===== src/sv/apd_pkg.sv =====
// Types and constants for the addressed packet deframer.
package apd_pkg;

  localparam int BYTE_W  = 8;
  localparam int NIB_W   = 4;
  localparam int CNT_W   = 5;
  localparam int CFG_IDX_W = 2;
  localparam int OUT_TDATA_W = 24;

  // Register reset values
  localparam logic [BYTE_W-1:0] START_RST     = 8'h41;
  localparam logic [BYTE_W-1:0] OWN_ADDR_RST  = 8'h20;
  localparam logic [BYTE_W-1:0] BCAST_ADDR_RST = 8'h00;

  localparam logic [BYTE_W-1:0] END_BYTE = 8'h0D;

  // Configuration register indexes
  localparam logic [CFG_IDX_W-1:0] CFG_START_VALUE = 2'd0;
  localparam logic [CFG_IDX_W-1:0] CFG_OWN_ADDR    = 2'd1;
  localparam logic [CFG_IDX_W-1:0] CFG_BCAST_ADDR  = 2'd2;

  typedef enum logic [2:0] {
    PH_START  = 3'd0,
    PH_DEST   = 3'd1,
    PH_SOURCE = 3'd2,
    PH_FUNC   = 3'd3,
    PH_DATA   = 3'd4,
    PH_END    = 3'd6
  } phase_t;

  typedef enum logic [3:0] {
    ST_START     = 4'd0,
    ST_RAW       = 4'd1,
    ST_FOR_US    = 4'd2,
    ST_NOT_US    = 4'd3,
    ST_SOURCE    = 4'd4,
    ST_FUNC_LEN  = 4'd5,
    ST_PAYLOAD   = 4'd6,
    ST_SUM_OK    = 4'd7,
    ST_SUM_BAD   = 4'd8,
    ST_DONE      = 4'd9,
    ST_BAD_END   = 4'd10
  } status_t;

  // Result beat, status in the lowest bits
  typedef struct packed {
    logic [CNT_W-1:0]  clear_count;
    logic              buf_clear;
    logic [BYTE_W-1:0] buf_data;
    logic [NIB_W-1:0]  buf_index;
    logic              buf_write;
    status_t           status;
  } result_t;

endpackage


===== src/sv/addressed_packet_deframer.sv =====
// Addressed packet deframer: frame receiver with registered result and skid stage.
// A result beat is registered in out_r, or first in the skid register while out_* stalls.
// Throughput: one byte per cycle while in_tready is high; phase, count and sum update per byte.
// A stalled output is absorbed by a one-beat skid register; in_tready drops only when it is full.
// Reset (rst_n low, synchronous): receiver waits for start, counters and sum zero,
// registers return to start 0x41, own address 0x20, broadcast 0x00; no beats pending.
module addressed_packet_deframer (
  input  logic                               clk,
  input  logic                               rst_n,
  // configuration write port
  input  logic                               cfg_we,
  input  logic [apd_pkg::CFG_IDX_W-1:0]      cfg_index,
  input  logic [apd_pkg::BYTE_W-1:0]         cfg_wdata,
  // byte stream in
  input  logic                               in_tvalid,
  output logic                               in_tready,
  input  logic [apd_pkg::BYTE_W-1:0]         in_tdata,   // [7:0] rx_byte
  // result stream out
  output logic                               out_tvalid,
  input  logic                               out_tready,
  output logic [apd_pkg::OUT_TDATA_W-1:0]    out_tdata   // [3:0] status, [4] buf_write,
                                                         // [8:5] buf_index, [16:9] buf_data,
                                                         // [17] buf_clear, [22:18] clear_count,
                                                         // [23] zero
);
  import apd_pkg::*;

  // configuration registers
  logic [BYTE_W-1:0] start_r, own_r, bcast_r;

  // frame state
  phase_t            phase_r, phase_nxt;
  logic [NIB_W-1:0]  len_r, len_nxt;
  logic [NIB_W-1:0]  cnt_r, cnt_nxt;
  logic [BYTE_W-1:0] sum_r, sum_nxt;

  // output register and skid
  result_t res;
  result_t out_r, out_nxt, skid_r, skid_nxt;
  logic    out_valid_r, out_valid_nxt, skid_valid_r, skid_valid_nxt;

  logic in_fire, out_fire;

  assign in_tready = !skid_valid_r;
  assign in_fire   = in_tvalid && in_tready;
  assign out_fire  = out_valid_r && out_tready;

  assign out_tvalid = out_valid_r;
  assign out_tdata  = {1'b0, out_r};

  // config writes; indexes past the list are ignored
  always_ff @(posedge clk) begin
    if (!rst_n) begin
      start_r <= START_RST;
      own_r   <= OWN_ADDR_RST;
      bcast_r <= BCAST_ADDR_RST;
    end else if (cfg_we) begin
      if (cfg_index == CFG_START_VALUE) start_r <= cfg_wdata;
      if (cfg_index == CFG_OWN_ADDR)    own_r   <= cfg_wdata;
      if (cfg_index == CFG_BCAST_ADDR)  bcast_r <= cfg_wdata;
    end
  end

  // per-byte step: result and next frame state
  always_comb begin
    res       = '0;
    res.status = ST_START;
    phase_nxt = phase_r;
    len_nxt   = len_r;
    cnt_nxt   = cnt_r;
    sum_nxt   = sum_r;
    unique case (phase_r)
      PH_START: begin
        if (in_tdata == start_r) begin
          len_nxt   = '0;
          cnt_nxt   = '0;
          sum_nxt   = '0;
          phase_nxt = PH_DEST;
        end else begin
          // stray byte outside a frame goes to buffer slot 0
          res.buf_write = 1'b1;
          res.buf_data  = in_tdata;
          res.status    = ST_RAW;
        end
      end
      PH_DEST: begin
        if (in_tdata == own_r || in_tdata == bcast_r) begin
          phase_nxt  = PH_SOURCE;
          res.status = ST_FOR_US;
        end else begin
          phase_nxt  = PH_START;
          res.status = ST_NOT_US;
        end
      end
      PH_SOURCE: begin
        res.buf_write = 1'b1;
        res.buf_data  = in_tdata;
        res.status    = ST_SOURCE;
        phase_nxt     = PH_FUNC;
      end
      PH_FUNC: begin
        len_nxt       = in_tdata[NIB_W-1:0];
        res.buf_write = 1'b1;
        res.buf_data  = {{(BYTE_W-NIB_W){1'b0}}, in_tdata[BYTE_W-1:NIB_W]};
        res.status    = ST_FUNC_LEN;
        phase_nxt     = PH_DATA;
      end
      PH_DATA: begin
        if (cnt_r < len_r) begin
          res.buf_write = 1'b1;
          res.buf_index = cnt_r + 4'd1;
          res.buf_data  = in_tdata;
          res.status    = ST_PAYLOAD;
          sum_nxt       = sum_r + in_tdata;
          cnt_nxt       = cnt_r + 4'd1;
        end else if (in_tdata == sum_r) begin
          phase_nxt  = PH_END;
          res.status = ST_SUM_OK;
        end else begin
          // bad checksum: ask for payload slots 0..len to be wiped
          res.buf_clear   = 1'b1;
          res.clear_count = {1'b0, len_r} + 5'd1;
          res.status      = ST_SUM_BAD;
          phase_nxt       = PH_START;
        end
      end
      PH_END: begin
        res.status = (in_tdata == END_BYTE) ? ST_DONE : ST_BAD_END;
        phase_nxt  = PH_START;
      end
      default: begin
        phase_nxt = PH_START;
      end
    endcase
  end

  always_ff @(posedge clk) begin
    if (!rst_n) begin
      phase_r <= PH_START;
      len_r   <= '0;
      cnt_r   <= '0;
      sum_r   <= '0;
    end else if (in_fire) begin
      phase_r <= phase_nxt;
      len_r   <= len_nxt;
      cnt_r   <= cnt_nxt;
      sum_r   <= sum_nxt;
    end
  end

  // output register plus skid: new beat goes to skid only when out is held
  always_comb begin
    out_nxt        = out_r;
    out_valid_nxt  = out_valid_r;
    skid_nxt       = skid_r;
    skid_valid_nxt = skid_valid_r;
    if (skid_valid_r) begin
      if (out_fire) begin
        out_nxt        = skid_r;
        skid_valid_nxt = 1'b0;
      end
    end else if (in_fire) begin
      if (!out_valid_r || out_fire) begin
        out_nxt       = res;
        out_valid_nxt = 1'b1;
      end else begin
        skid_nxt       = res;
        skid_valid_nxt = 1'b1;
      end
    end else if (out_fire) begin
      out_valid_nxt = 1'b0;
    end
  end

  always_ff @(posedge clk) begin
    if (!rst_n) begin
      out_valid_r  <= 1'b0;
      skid_valid_r <= 1'b0;
    end else begin
      out_valid_r  <= out_valid_nxt;
      skid_valid_r <= skid_valid_nxt;
    end
  end

  always_ff @(posedge clk) begin
    out_r  <= out_nxt;
    skid_r <= skid_nxt;
  end

`ifndef SYNTHESIS
  a_skid_implies_out: assert property (@(posedge clk) disable iff (!rst_n)
    skid_valid_r |-> out_valid_r)
    else $error("skid holds a beat while output register is empty");

  a_clear_only_on_bad_sum: assert property (@(posedge clk) disable iff (!rst_n)
    out_valid_r && out_r.buf_clear |-> out_r.status == ST_SUM_BAD)
    else $error("buffer clear without checksum error");

  a_no_write_zero_fields: assert property (@(posedge clk) disable iff (!rst_n)
    out_valid_r && !out_r.buf_write |-> out_r.buf_index == '0 && out_r.buf_data == '0)
    else $error("index or data set without a buffer write");

  a_start_opens_frame: assert property (@(posedge clk) disable iff (!rst_n)
    in_fire && phase_r == PH_START && in_tdata == start_r |=> phase_r == PH_DEST)
    else $error("start byte did not open a frame");
`endif

endmodule

===== config.mk =====
export PLATFORM = sky130hd
export DESIGN_NAME = addressed_packet_deframer
export DESIGN_NICKNAME = d
export VERILOG_FILES = /design/src/sv/apd_pkg.sv /design/src/sv/addressed_packet_deframer.sv
export SDC_FILE = /design/constraint.sdc
export NUM_CORES = 1
export LEC_CHECK = 0
export BUFFER_PORTS_ARGS = -buffer_cell sky130_fd_sc_hd__buf_2
export CORE_AREA = 2 2 109 111
export CTS_CLUSTER_SIZE = 12
export DETAILED_ROUTE_END_ITERATION = 10
export DIE_AREA = 0 0 111 113
export HOLD_SLACK_MARGIN = 0.06
export PLACE_DENSITY_LB_ADDON = 0.05
export SLEW_MARGIN = 20
export SYNTH_ARGS = -nofsm -noshare
export SYNTH_HDL_FRONTEND = slang
export SYNTH_SLANG_ARGS = --single-unit

===== constraint.sdc =====
create_clock -name clk -period 2.8 [get_ports clk]
set_input_delay 0.14 -clock clk [delete_from_list [all_inputs] [get_ports clk]]
set_output_delay 0.14 -clock clk [all_outputs]
set_load 0.05 [all_outputs]

After elaboration in Yosys (flattened, before gate mapping) --
Cells that the tools add are included.
Word-level totals: flip-flop bits (word level) 91, input bits 23, output and inout port bits 26
Cells by class: muxes and demuxes 37, add/sub/neg operators 3, reductions and logical operators 23, eq/ne operators 17, bitwise logic cells 2, magnitude comparators 1
Operators by type and width (number):
- 23-bit two-way mux | 4
- 8-bit equality test | 4
- 8-bit one-hot mux with 4 select lines | 1
- 8-bit two-way mux | 3
- 4-bit one-hot mux with 6 select lines | 1
- 4-bit two-way mux | 5
- 6-bit two-way mux | 3
- 4-bit one-hot mux with 2 select lines | 2
- 8-bit one-hot mux with 2 select lines | 1
- 3-bit one-hot mux with 5 select lines | 1
- 3-bit AND reduction | 5
- 13-bit two-way mux | 1
- 2-bit nonzero test | 5
- 3-bit two-way mux | 3
- 8-bit adder | 1
- 8-bit by 4-bit equality test with 1-bit output, second input constant | 1
- 1-bit two-way mux | 8
- 3-bit by 2-bit equality test with 1-bit output, second input constant | 2
- 3-bit equality test, second input constant | 2
- 2-bit inequality test, second input constant | 3
- 2-bit AND reduction | 3
- 4-bit by 1-bit adder with 5-bit output, second input constant | 1
- 5-bit two-way mux | 1
- 4-bit by 1-bit adder with 4-bit output, second input constant | 1
- other kinds (15) | 21

Longest topological paths before layout --
depth in word-level cells 7, gate-level depth with buffers 9

Worst setup path after synthesis --
Ideal clock, no wire load.
path kind register to register, start point reg len_r[1], end point reg sum_r[7], setup slack 0.447 ns, data arrival time 2.233 ns, setup time 0.120 ns, cell stages (with the launch flop) 9, cell sequence dfxtp_1 inv_1 ha_1 a2111oi_4 nor2_2 a2111o_1 and2_4 buf_6 a211o_1
On the way: longest elaborated chain between the ends 3
Ends and longest elaborated chain:
- start: declaration | line addressed_packet_deframer.sv:33 | logic [NIB_W-1:0] len_r, len_nxt;
- start signal: assignment | line addressed_packet_deframer.sv:145 | len_r <= len_nxt;
- 4-bit < comparator | line addressed_packet_deframer.sv:109 | if (cnt_r < len_r) begin
- 2-bit inequality test (no source line)
- 4-bit AND reduction (no source line)
- end signal: assignment | line addressed_packet_deframer.sv:147 | sum_r <= sum_nxt;
- end: declaration | line addressed_packet_deframer.sv:35 | logic [BYTE_W-1:0] sum_r, sum_nxt;
Every way passes these cells. A chain may end at the register's enable or synchronous reset.

Worst setup path after layout --
Same ends and word-level chain as after synthesis.

==> flow_metrics.tcl <==
set metrics [dict create \
    power.leakage_uw 0.00211 \
    startpoint_type "register" \
    worst_slack_ps 361 \
    crit_arrival_ps 2670 \
    cpPeakStageDelay_ps 560 \
    h-tree-depth 3 \
    ff2ff_path_depth 7 \
    dr.pass1.iters 4 \
    synth_top_area_share_pct 31.7 \
    slew_viol_final 0 \
    ios 49 \
    critPathCaptureType "register" \
    synth_area_leaders "edfxtp_1 32%, dfxtp_1 21%, mux2i_1 5.5%" \
    coreArea_um2 11300 \
    yosysTopAreaCell "edfxtp_1" \
    synth-edff-count 46 \
    min_period_over_period_pct 87.1 \
    async_flop_share_pct 0 \
    r2r-end "sum_r[7]" \
    hp-start "cfg_wdata[3]" \
    finalSetupViolations 0 \
    drt_wl_total_mm 9.46 \
    cpLargestDelayFamily "compound AO/OA/AOI/OAI gates" \
    routed-via-count 3025 \
    gr-total-overflow 0 \
    clockBufferDepth 2 \
    synth_cells 398 \
    vias_per_cell 5.05 \
    hold_path_depth 3 \
    slew_headroom_pct 60.1 \
    start_util_pct 38.7 \
    synth_seq_cells 91 \
    fin_worst_skew_ps 5.69 \
    clk_pin_slew_ps 60 \
    synth_ff_type "edfxtp_1" \
    holdCritPathClass "primary input to register" \
    gp_congestion 0.762 \
    timing.rr.start "len_r[1]" \
    rsz0062_at_grt "no" \
    dp_slack_ps 364 \
    cp_num_buf_inv 1 \
    fill_cells 1097 \
    drtIter0Drc 130 \
    cts-root-buf "clkbuf_16" \
    dp_hpwl_mm 6.80 \
    cts_tree "yes" \
    grt_pass1_wl_mm 15.7 \
    cp.depth 7 \
    hold_violations 0 \
    syn_avg_cell_area_um2 11.0 \
    drc 0 \
    max_freq_ghz 0.410 \
    diodes 0 \
    die_w_um 111 \
    fin_cells 599 \
    ant_nets 0 \
    cts.repair.resized 0 \
    wl_per_cell_um 15.8 \
    powerDensity_nw_per_um2 811 \
    grt_usage_pct 16.1 \
    ir_worst_vdd_mv 0.433 \
    ff_latch_area_um2 2280 \
    placed_cells 577 \
    synth_nets 434 \
    postCtsSetupBuffers 0 \
    fin_crit_ps 2440 \
    worstHoldEndpoint "own_r[3]" \
    crit_required_ps 3030 \
    dieHeight_um 113 \
    maxCapViolCount 0 \
    worstPathMaxFanout 10 \
    grt_max_degree 24 \
    cts.sinks 91 \
    drive_gt1_share_pct 20.6 \
    multi_input_area_um2 1950 \
    setup_tns_ps 0 \
    worst_pin_slew_ps 597 \
    final_nets 487 \
    reg2reg_slack_ps 360 \
    grt_pass1_vias 3058 \
    clock_latency_ps 340 \
    rows 39 \
    cts_buffers 9 \
    syn-cell-area_um2 4360 \
    ys_seq_area_share_pct 52.3 \
    yosysWarnings 0 \
    port_buffers 47 \
    area_delta_synth_final_pct 18.1 \
    cp_slowest_cell "a2111o_1" \
    die_area_um2 12500 \
    path_cells "inv_1 > ha_1 > a2111oi_4 > nor2_2 > a2111o_1 > and2_4 > a211o_1" \
    status "completed" \
    antenna_found_initial 0 \
    critPathKind "register to register" \
    synth_cell_type_count 53 \
]
metal layers:
layer | vias to the layer above | global-route usage, % | part of all wire, %
met4 | 0 | 8.75 | 3.0
li1 | 1535 | - | -
met5 | - | 0 | 0
met2 | 55 | 24.3 | 43
met3 | 20 | 2.89 | 3.1
met1 | 1415 | 22.0 | 51
what timing repair did:
item                       CTS  global route
hold endpoints to repair     7             0
hold buffers                 6             0
setup endpoints to repair    0             0
per-stage QoR:
stage / cell area, µm² / util [%] / hold slack (ps) / total power [µW]
after global routing: 5150 / 45.7 / 91.4 / 4380
after detailed placement: 4770 / 42.3 / 365 / 2900
after global placement: 4770 / 42.3 / 359 / 2890
after floorplan: 4360 / - / 202 / 2600
final: 5150 / 45.7 / 69.7 / 4170
after CTS: 5150 / 45.7 / 63.4 / 4220
cell usage after synthesis (all sizes together), types with 2 or more instances:
| master | n |
|---|---|
| and3 | 2 |
| nor3b | 3 |
| nand3 | 8 |
| a31oi | 2 |
| a22o | 13 |
| nor3 | 5 |
| edfxtp | 46 |
| o31ai | 8 |
| nor2 | 45 |
| and2 | 8 |
| nand3b | 3 |
| nor4 | 7 |
| clkbuf | 18 |
| nand2 | 30 |
| a211oi | 4 |
| a22oi | 2 |
| buf | 5 |
| o31a | 2 |
| xnor2 | 8 |
| mux2 | 15 |
| nor2b | 2 |
| inv | 9 |
| mux2i | 24 |
| or3 | 4 |
| dfxtp | 45 |
| o21a | 2 |
| ha | 12 |
| or2 | 2 |
| nand2b | 3 |
| a21oi | 17 |
| xor2 | 27 |
| o21ai | 4 |
kinds of logic after synthesis:
kind of cell | after synthesis | synth area share (%)
AO/OA/AOI/OAI | 62 | 10.4
XOR/XNOR | 35 | 7.03
adder cells (fa/ha/maj) | 13 | 3.90
buffers and inverters | 33 | 3.13
flip-flops | 91 | 52.3
multiplexers | 39 | 9.38
other | 1 | 0.0860
AND/OR/NAND/NOR | 124 | 13.7
cell usage in the layout, fill, tap and decap left out, types with 4 or more instances in the layout:
cell type,n
buf_2,47
edfxtp_1,46
dfxtp_1,45
nor2_1,43
nand2_1,30
xor2_1,27
mux2i_1,24
a21oi_1,17
mux2_2,15
a22o_1,13
ha_1,12
buf_4,12
inv_1,9
clkbuf_16,9
xnor2_1,8
nand3_1,8
o31ai_1,8
nor4_1,7
and2_1,6
dlygate4sd3_1,6
nor3_1,5
a211oi_1,4
or3_1,4
registers in the layout, summed over array words and instances, names as in the netlist:
signal and cells:
cnt_r 4, own_r 8, out_tdata 23, phase_r 3
bcast_r 8, start_r 8, out_tvalid 1, skid_r 23
sum_r 8, skid_valid_r 1, len_r 4
how the worst max path moves through the flow:
| stage | from | to | slack [ps] |
|---|---|---|---|
| 3_3_place_gp | len_r[1] | sum_r[7] | 420 |
| 5_1_grt | len_r[1] | sum_r[7] | 240 |
| 2_1_floorplan | len_r[1] | sum_r[7] | 450 |
| 3_5_place_dp | len_r[1] | sum_r[7] | 360 |
| 4_1_cts | len_r[1] | sum_r[7] | 360 |
| 6_report | len_r[1] | sum_r[7] | 360 |
worst min-delay path, cell delays in order:
cell and delay (ps):
buf_2 110, mux2i_1 60, nor2_1 70
cell type report:
cell class | instances | share of cell area [%]
sequential | 91 | 44.3
multi-input combinational | 274 | 37.8
timing repair buffer | 65 | 7.48
clock buffer | 11 | 4.71
tap | 143 | 3.48
clock inverter | 5 | 1.48
inverter | 10 | 0.729
where the power goes:
part | internal [µW] | total (µW) | switching (µW)
clock | 802 | 1300 | 498
combinational | 411 | 1170 | 762
sequential | 1620 | 1700 | 84.6
total | 2830 | 4170 | 1340
No activity file was read; power rests on OpenSTA's default activity.
